--- config.mk ---
export PLATFORM = sky130hd
export DESIGN_NAME = ppc_div
export DESIGN_NICKNAME = d
export VERILOG_FILES = /design/src/sv/particle_plane_collision_response_macros.svh /design/src/sv/ppc_div.sv
export SDC_FILE = /design/constraint.sdc
export NUM_CORES = 2
export LEC_CHECK = 0
export CAP_MARGIN = 20
export CORE_MARGIN = 1.5
export CORE_UTILIZATION = 50
export DETAILED_ROUTE_END_ITERATION = 10
export DONT_BUFFER_PORTS = 1
export SYNTH_ARGS = -nofsm -noshare
export SYNTH_HDL_FRONTEND = slang
export SYNTH_SLANG_ARGS = --single-unit
--- constraint.sdc ---
create_clock -name clk -period 4.45 [get_ports clk]
set_input_delay 0.6675 -clock clk [delete_from_list [all_inputs] [get_ports clk]]
set_output_delay 0.6675 -clock clk [all_outputs]
set_load 0.1 [all_outputs]
--- src/sv/particle_plane_collision_response_macros.svh ---
// assertion macros shared by the collision response rtl
`ifndef PARTICLE_PLANE_COLLISION_RESPONSE_MACROS_SVH
`define PARTICLE_PLANE_COLLISION_RESPONSE_MACROS_SVH

// same-cycle implication
`define PPC_ASSERT_IMPLY(lbl, ck, rn, ante, cons) \
	lbl: assert property (@(posedge ck) disable iff (!rn) (ante) |-> (cons)) \
		else $error("ppc assertion failed");

// next-cycle implication
`define PPC_ASSERT_NEXT(lbl, ck, rn, ante, cons) \
	lbl: assert property (@(posedge ck) disable iff (!rn) (ante) |=> (cons)) \
		else $error("ppc assertion failed");

`endif

--- src/sv/ppc_div.sv ---
// pipelined restoring divider for a proper fraction, one quotient bit per stage
module ppc_div #(
	parameter int W  = 36,
	parameter int QW = 16,
	parameter int PW = 8
) (
	input  logic          clk,
	input  logic          arst_n,
	input  logic          in_valid,
	input  logic [W-1:0]  num,
	input  logic [W-1:0]  den,
	input  logic [PW-1:0] in_pay,
	output logic          out_valid,
	output logic [QW-1:0] quo,
	output logic [PW-1:0] out_pay
);

	logic          vld_s [1:QW];
	logic [PW-1:0] pay_s [1:QW];
	logic [W-1:0]  rem_s [1:QW];
	logic [W-1:0]  den_s [1:QW];
	logic [QW-1:0] quo_s [1:QW];

	for (genvar k = 0; k < QW; k++) begin : g_stage
		logic          vld_i;
		logic [PW-1:0] pay_i;
		logic [W-1:0]  rem_i;
		logic [W-1:0]  den_i;
		logic [QW-1:0] quo_i;
		logic [W:0]    sh;
		logic [W:0]    dif;
		if (k == 0) begin : g_src
			assign vld_i = in_valid;
			assign pay_i = in_pay;
			assign rem_i = num;
			assign den_i = den;
			assign quo_i = '0;
		end else begin : g_src
			assign vld_i = vld_s[k];
			assign pay_i = pay_s[k];
			assign rem_i = rem_s[k];
			assign den_i = den_s[k];
			assign quo_i = quo_s[k];
		end

		always_comb begin
			sh  = {rem_i, 1'b0};
			dif = sh - {1'b0, den_i};
		end

		always_ff @(posedge clk or negedge arst_n) begin
			if (!arst_n)
				vld_s[k+1] <= 1'b0;
			else
				vld_s[k+1] <= vld_i;
		end

		always_ff @(posedge clk) begin
			pay_s[k+1] <= pay_i;
			den_s[k+1] <= den_i;
			if (sh >= {1'b0, den_i}) begin
				rem_s[k+1] <= dif[W-1:0];
				quo_s[k+1] <= {quo_i[QW-2:0], 1'b1};
			end else begin
				rem_s[k+1] <= sh[W-1:0];
				quo_s[k+1] <= {quo_i[QW-2:0], 1'b0};
			end
		end
	end

	assign out_valid = vld_s[QW];
	assign out_pay   = pay_s[QW];
	assign quo       = quo_s[QW];

endmodule

==> results <==
- The worst register-to-register path begins at den_s[0][366].
- Setup repair after global routing left no endpoint under its margin.
- The arrival time at the worst endpoint is 4740 ps.
- The switching power as a share of total power is 39.9%.
- At the pin with the least slew margin, the transition time is 984 ps.
- In this run, CTS created clock tree buffers numbering 149.
- From bottom edge to top edge, the die measures 361 um.
- Along the worst hold path, the cell count comes to 2.
- Per report_power, the combinational group accounts for 48.6% of the total.
- Dividing the final minimum period by the clock period gives 91.5%.
- The library cells used most frequently in the layout, excluding fill and tap cells, are sky130_fd_sc_hd__dfxtp_1, sky130_fd_sc_hd__inv_1, sky130_fd_sc_hd__ha_1, sky130_fd_sc_hd__nand2_1, sky130_fd_sc_hd__o21ai_0.
- Along the worst path, the maximum fanout reaches 32.
- The clock skew is 27.6 ps.
- The initial antenna violation count is 2.
- The horizontal extent of the die is 361 um.
- The number of nets in the layout is 7906.
- In this run the power spent charging and discharging nets is 23.8 mW.
- The cell internal power dissipation is 35.8 mW.
- Of the total power, registers draw 30.6%.
- The average via count per standard cell is 5.38.
- Once detail routing completed, the nets flagged for antenna violations numbered 0.
- The area added between synthesis and finish is 13.1%.
- Synthesis produced a netlist with a net count of 7726.
- The main flop type after synthesis is sky130_fd_sc_hd__dfxtp_1.
- The biggest area contributor in the post-synthesis netlist is sky130_fd_sc_hd__dfxtp_1.
- For this design the ratio of total power to cell area is 823 mW/mm2.
- For the worst flop-to-flop path, the logic depth is 12.
- In the synthesized netlist, the number of instances is 7053.
- Sequential cells were found to cover 42.6% of the synthesized design area.
- The count of unresolved DRC violations after routing is 0.
- After the first detailed-routing iteration, the DRC count stood at 2146.
- Entering global routing, the biggest net connects 66 pins.
- For this run, the total global-route usage over all layers was measured as 24.0%.
- After synthesis, the mean cell area works out to 9.08 um2.
- The clock drives 1360 sinks.
- The final HPWL from detailed placement is 126000 um.
- The number of max-cap violations is 0.
- Once the clock tree was built, the resizer swapped 0 gates to a different size.
- For this run, asynchronously set or reset flops after synthesis account for 1.18%.
- The worst register-to-register path ends at rem_s[0][400].
- The number of synthesized register bits is 1360.
- In this run the clock root is driven by a sky130_fd_sc_hd__clkbuf_16.
- Hold repair after CTS inserted 80 buffers.
- The H-tree depth is 4.
- The filler cells instantiated in the layout total 11400.
- During synthesis, Yosys emitted a total of 0 warnings.
- Derived from the worst setup path, the maximum achievable clock frequency is 246 MHz.
- The starting density of the core is 50.3%.
- The max-slew violation count is 0.
- The number of iterations in the first detailed-routing pass is 7.
- The routed design has 158000 um of wire.
- The worst-skew pair later-pin latency is 780 ps.
- In this run, distinct cell masters in the synthesized netlist total 89.
- Setup violations remaining at the end of the flow were counted as 0.
- The path class of the tightest hold or removal check is input port to register.
- The floorplan step defined a die boundary enclosing 0.130 mm2.
- Summing all multi-input logic gate instances after layout gives 0.0334 mm2.
- The via count of the first global-routing pass is 49800.
- Headroom to the max-slew limit came out at 33.9%.
- The critical path in this run is classified as register to register.
- The number of buffers added for setup after CTS is 0.
- The commonest non-fill, non-tap cell in the layout is sky130_fd_sc_hd__dfxtp_1.
- The core area is 0.127 mm2.
- After layout, the design draws a total of 59.6 mW.
- The highest ir drop seen on vdd is 454 uV.
- The clock-pin slew of the registers on the worst-case setup and hold paths is 60 ps.
- The maximum clock insertion buffer count is 3.
- The total overflow left after global routing is 0.
- The congestion estimate from routability-driven global placement came to 1.01.
- The leakage power total is 34.0 nW.
- The worst hold path terminates at rem_s[0][37].
- 108 I/O pins were placed.
- Buffers placed on the I/O ports in this run total 0.
- The final route contains 48600 vias.
- Counting flops with a built-in enable in the synthesized netlist gives 0.
- Setup slack on the worst reg-to-reg path comes out at 380 ps.
- The relative contribution of the clock network to total power is 20.8%.
- The worst setup path is captured at a register.
- The share of synthesized area in the top cell type comes to 42.0%.
- The number of core rows is 131.
- OpenSTA, run right after detailed placement, puts the worst setup slack at 223 ps.
- The clock period could shrink to 4070 ps.
- The post-route netlist has 7.33% of its cells at a drive strength greater than 1.
- Registers take 0.0273 mm2.
- The first global-routing pass estimated 250000 um of wire.
- Once routing completed, OpenROAD measured the worst setup slack at 380 ps.
- The final number of hold-violating endpoints is 0.
- The worst hold path startpoint is num[0].
- The required time of the worst setup path is 5120 ps.
- The area of the mapped netlist is 0.0641 mm2.
- The CTS tree is done.
- STA classifies the critical path startpoint as a register.
- The flow ran to the end, and the final reports show no timing, DRC or antenna violations.
- After detailed routing, the average wire length per cell comes to 17.5 um.
- In the final timing run, aggregate negative setup slack is 0 ps.
- By area the synthesized netlist is led by sky130_fd_sc_hd__dfxtp_1, sky130_fd_sc_hd__ha_1, sky130_fd_sc_hd__inv_1, sky130_fd_sc_hd__o21ai_0, sky130_fd_sc_hd__a21oi_1.
-- flip-flops by register name (all words and copies together) (netlist names) --
register	count
den_s	540
rem_s	540
quo_s	136
pay_s	128
g_stage.vld_i	15
out_valid	1
-- metal layers --
layer	routed length, um	vias to the layer above	global-route usage [%]	share of wire [%]
met5	0	-	0	0
met4	12400	0	17.6	7.8
met3	4340	487	3.40	2.7
met2	85200	918	48.1	54
met1	56000	22300	21.5	35
li1	-	24900	-	-
-- stage by stage --
stage / utilization, % / hold slack [ps] / instance area [um2] / cells
2_1_floorplan: - / 310 / 64100 / 7053
3_3_place_gp: 52.3 / 310 / 66600 / 8664
3_5_place_dp: 52.3 / 312 / 66600 / 8664
4_1_cts: 56.9 / 19.7 / 72400 / 9012
5_1_grt: 56.9 / 78.1 / 72400 / 9015
6_report: 56.9 / 91.4 / 72400 / 9017
-- worst max path at each step --
stage,startpoint,end,cells past startpoint
3_3_place_gp,den[1],rem_s[0][68],14
4_1_cts,den_s[0][366],rem_s[0][400],12
5_1_grt,den_s[0][368],rem_s[0][400],12
2_1_floorplan,den[1],rem_s[0][40],14
3_5_place_dp,den[1],rem_s[0][68],14
6_report,den_s[0][366],rem_s[0][400],12
-- cell usage after synthesis, types with 11 or more instances --
cell type                      n
sky130_fd_sc_hd__a2111oi_0    12
sky130_fd_sc_hd__a211o_1      27
sky130_fd_sc_hd__a211oi_1     56
sky130_fd_sc_hd__a21boi_0     31
sky130_fd_sc_hd__a21o_1      328
sky130_fd_sc_hd__a21oi_1     515
sky130_fd_sc_hd__a221oi_1     12
sky130_fd_sc_hd__a311oi_1     16
sky130_fd_sc_hd__a31o_2       11
sky130_fd_sc_hd__a31oi_1      60
sky130_fd_sc_hd__a41oi_1      15
sky130_fd_sc_hd__and2_1       29
sky130_fd_sc_hd__and3_1       64
sky130_fd_sc_hd__and4_1       20
sky130_fd_sc_hd__buf_1        11
sky130_fd_sc_hd__buf_2        14
sky130_fd_sc_hd__clkbuf_1    138
sky130_fd_sc_hd__dfrtp_1      16
sky130_fd_sc_hd__dfxtp_1    1344
sky130_fd_sc_hd__fa_1         15
sky130_fd_sc_hd__ha_1        575
sky130_fd_sc_hd__inv_1       727
sky130_fd_sc_hd__mux2_2       99
sky130_fd_sc_hd__mux2_4       28
sky130_fd_sc_hd__mux2i_1      13
sky130_fd_sc_hd__nand2_1     573
sky130_fd_sc_hd__nand2b_1     93
sky130_fd_sc_hd__nand3_1     123
sky130_fd_sc_hd__nand4_1      84
sky130_fd_sc_hd__nor2_1      376
sky130_fd_sc_hd__nor2b_1      92
sky130_fd_sc_hd__nor3_1       88
sky130_fd_sc_hd__nor4_1       21
sky130_fd_sc_hd__o211ai_1     27
sky130_fd_sc_hd__o21a_1       87
sky130_fd_sc_hd__o21ai_0     534
sky130_fd_sc_hd__o21bai_1     66
sky130_fd_sc_hd__o31a_1       22
sky130_fd_sc_hd__o31ai_1      68
sky130_fd_sc_hd__o41ai_1      12
sky130_fd_sc_hd__or2_2        19
sky130_fd_sc_hd__or3_1        25
sky130_fd_sc_hd__xnor2_1     228
sky130_fd_sc_hd__xor2_1      187
-- critical path, cell delays in order (launching register included) --
cell	delay [ps]
sky130_fd_sc_hd__dfxtp_1	330
sky130_fd_sc_hd__inv_1	50
sky130_fd_sc_hd__ha_1	340
sky130_fd_sc_hd__a21oi_1	170
sky130_fd_sc_hd__o21ai_0	130
sky130_fd_sc_hd__a2111oi_0	390
sky130_fd_sc_hd__a21oi_1	210
sky130_fd_sc_hd__a21oi_1	450
sky130_fd_sc_hd__o21ai_0	430
sky130_fd_sc_hd__a211o_1	400
sky130_fd_sc_hd__a41oi_4	440
sky130_fd_sc_hd__buf_12	240
sky130_fd_sc_hd__mux2_2	350
-- cell families (layout without fill, tap and decap cells) --
| group | count (synthesis) | count (layout) | synth area share [%] |
|---|---|---|---|
| adders and majority gates | 590 | 590 | 11.7 |
| AOI/OAI and AO/OA | 2003 | 2003 | 19.9 |
| other | 0 | 5 | 0 |
| DFF | 1360 | 1360 | 42.6 |
| and+or+nand+nor | 1649 | 1649 | 12.2 |
| xor gates and xnor gates | 415 | 415 | 5.67 |
| muxes | 140 | 140 | 2.60 |
| buffers and inverters | 896 | 1193 | 5.36 |
-- power groups by stage --
stage	registers [mW]	logic (mW)	clock network, mW
CTS	18.3	29.0	12.8
detailed placement	18.5	28.8	0
global route	18.6	32.4	13.3
global placement	18.5	28.5	0
finish	18.3	29.0	12.4
floorplan	17.8	21.7	0
-- final cells by class --
| cell class | count | area share, % |
|---|---|---|
| clock buffer | 211 | 5.93 |
| inverter | 730 | 3.79 |
| tap | 1662 | 2.87 |
| clock inverter | 57 | 1.06 |
| timing repair buffer | 195 | 2.52 |
| antenna | 5 | 0.0173 |
| multi-input combinational | 4797 | 46.1 |
| sequential | 1360 | 37.7 |
(Power assumes the default switching activity.)
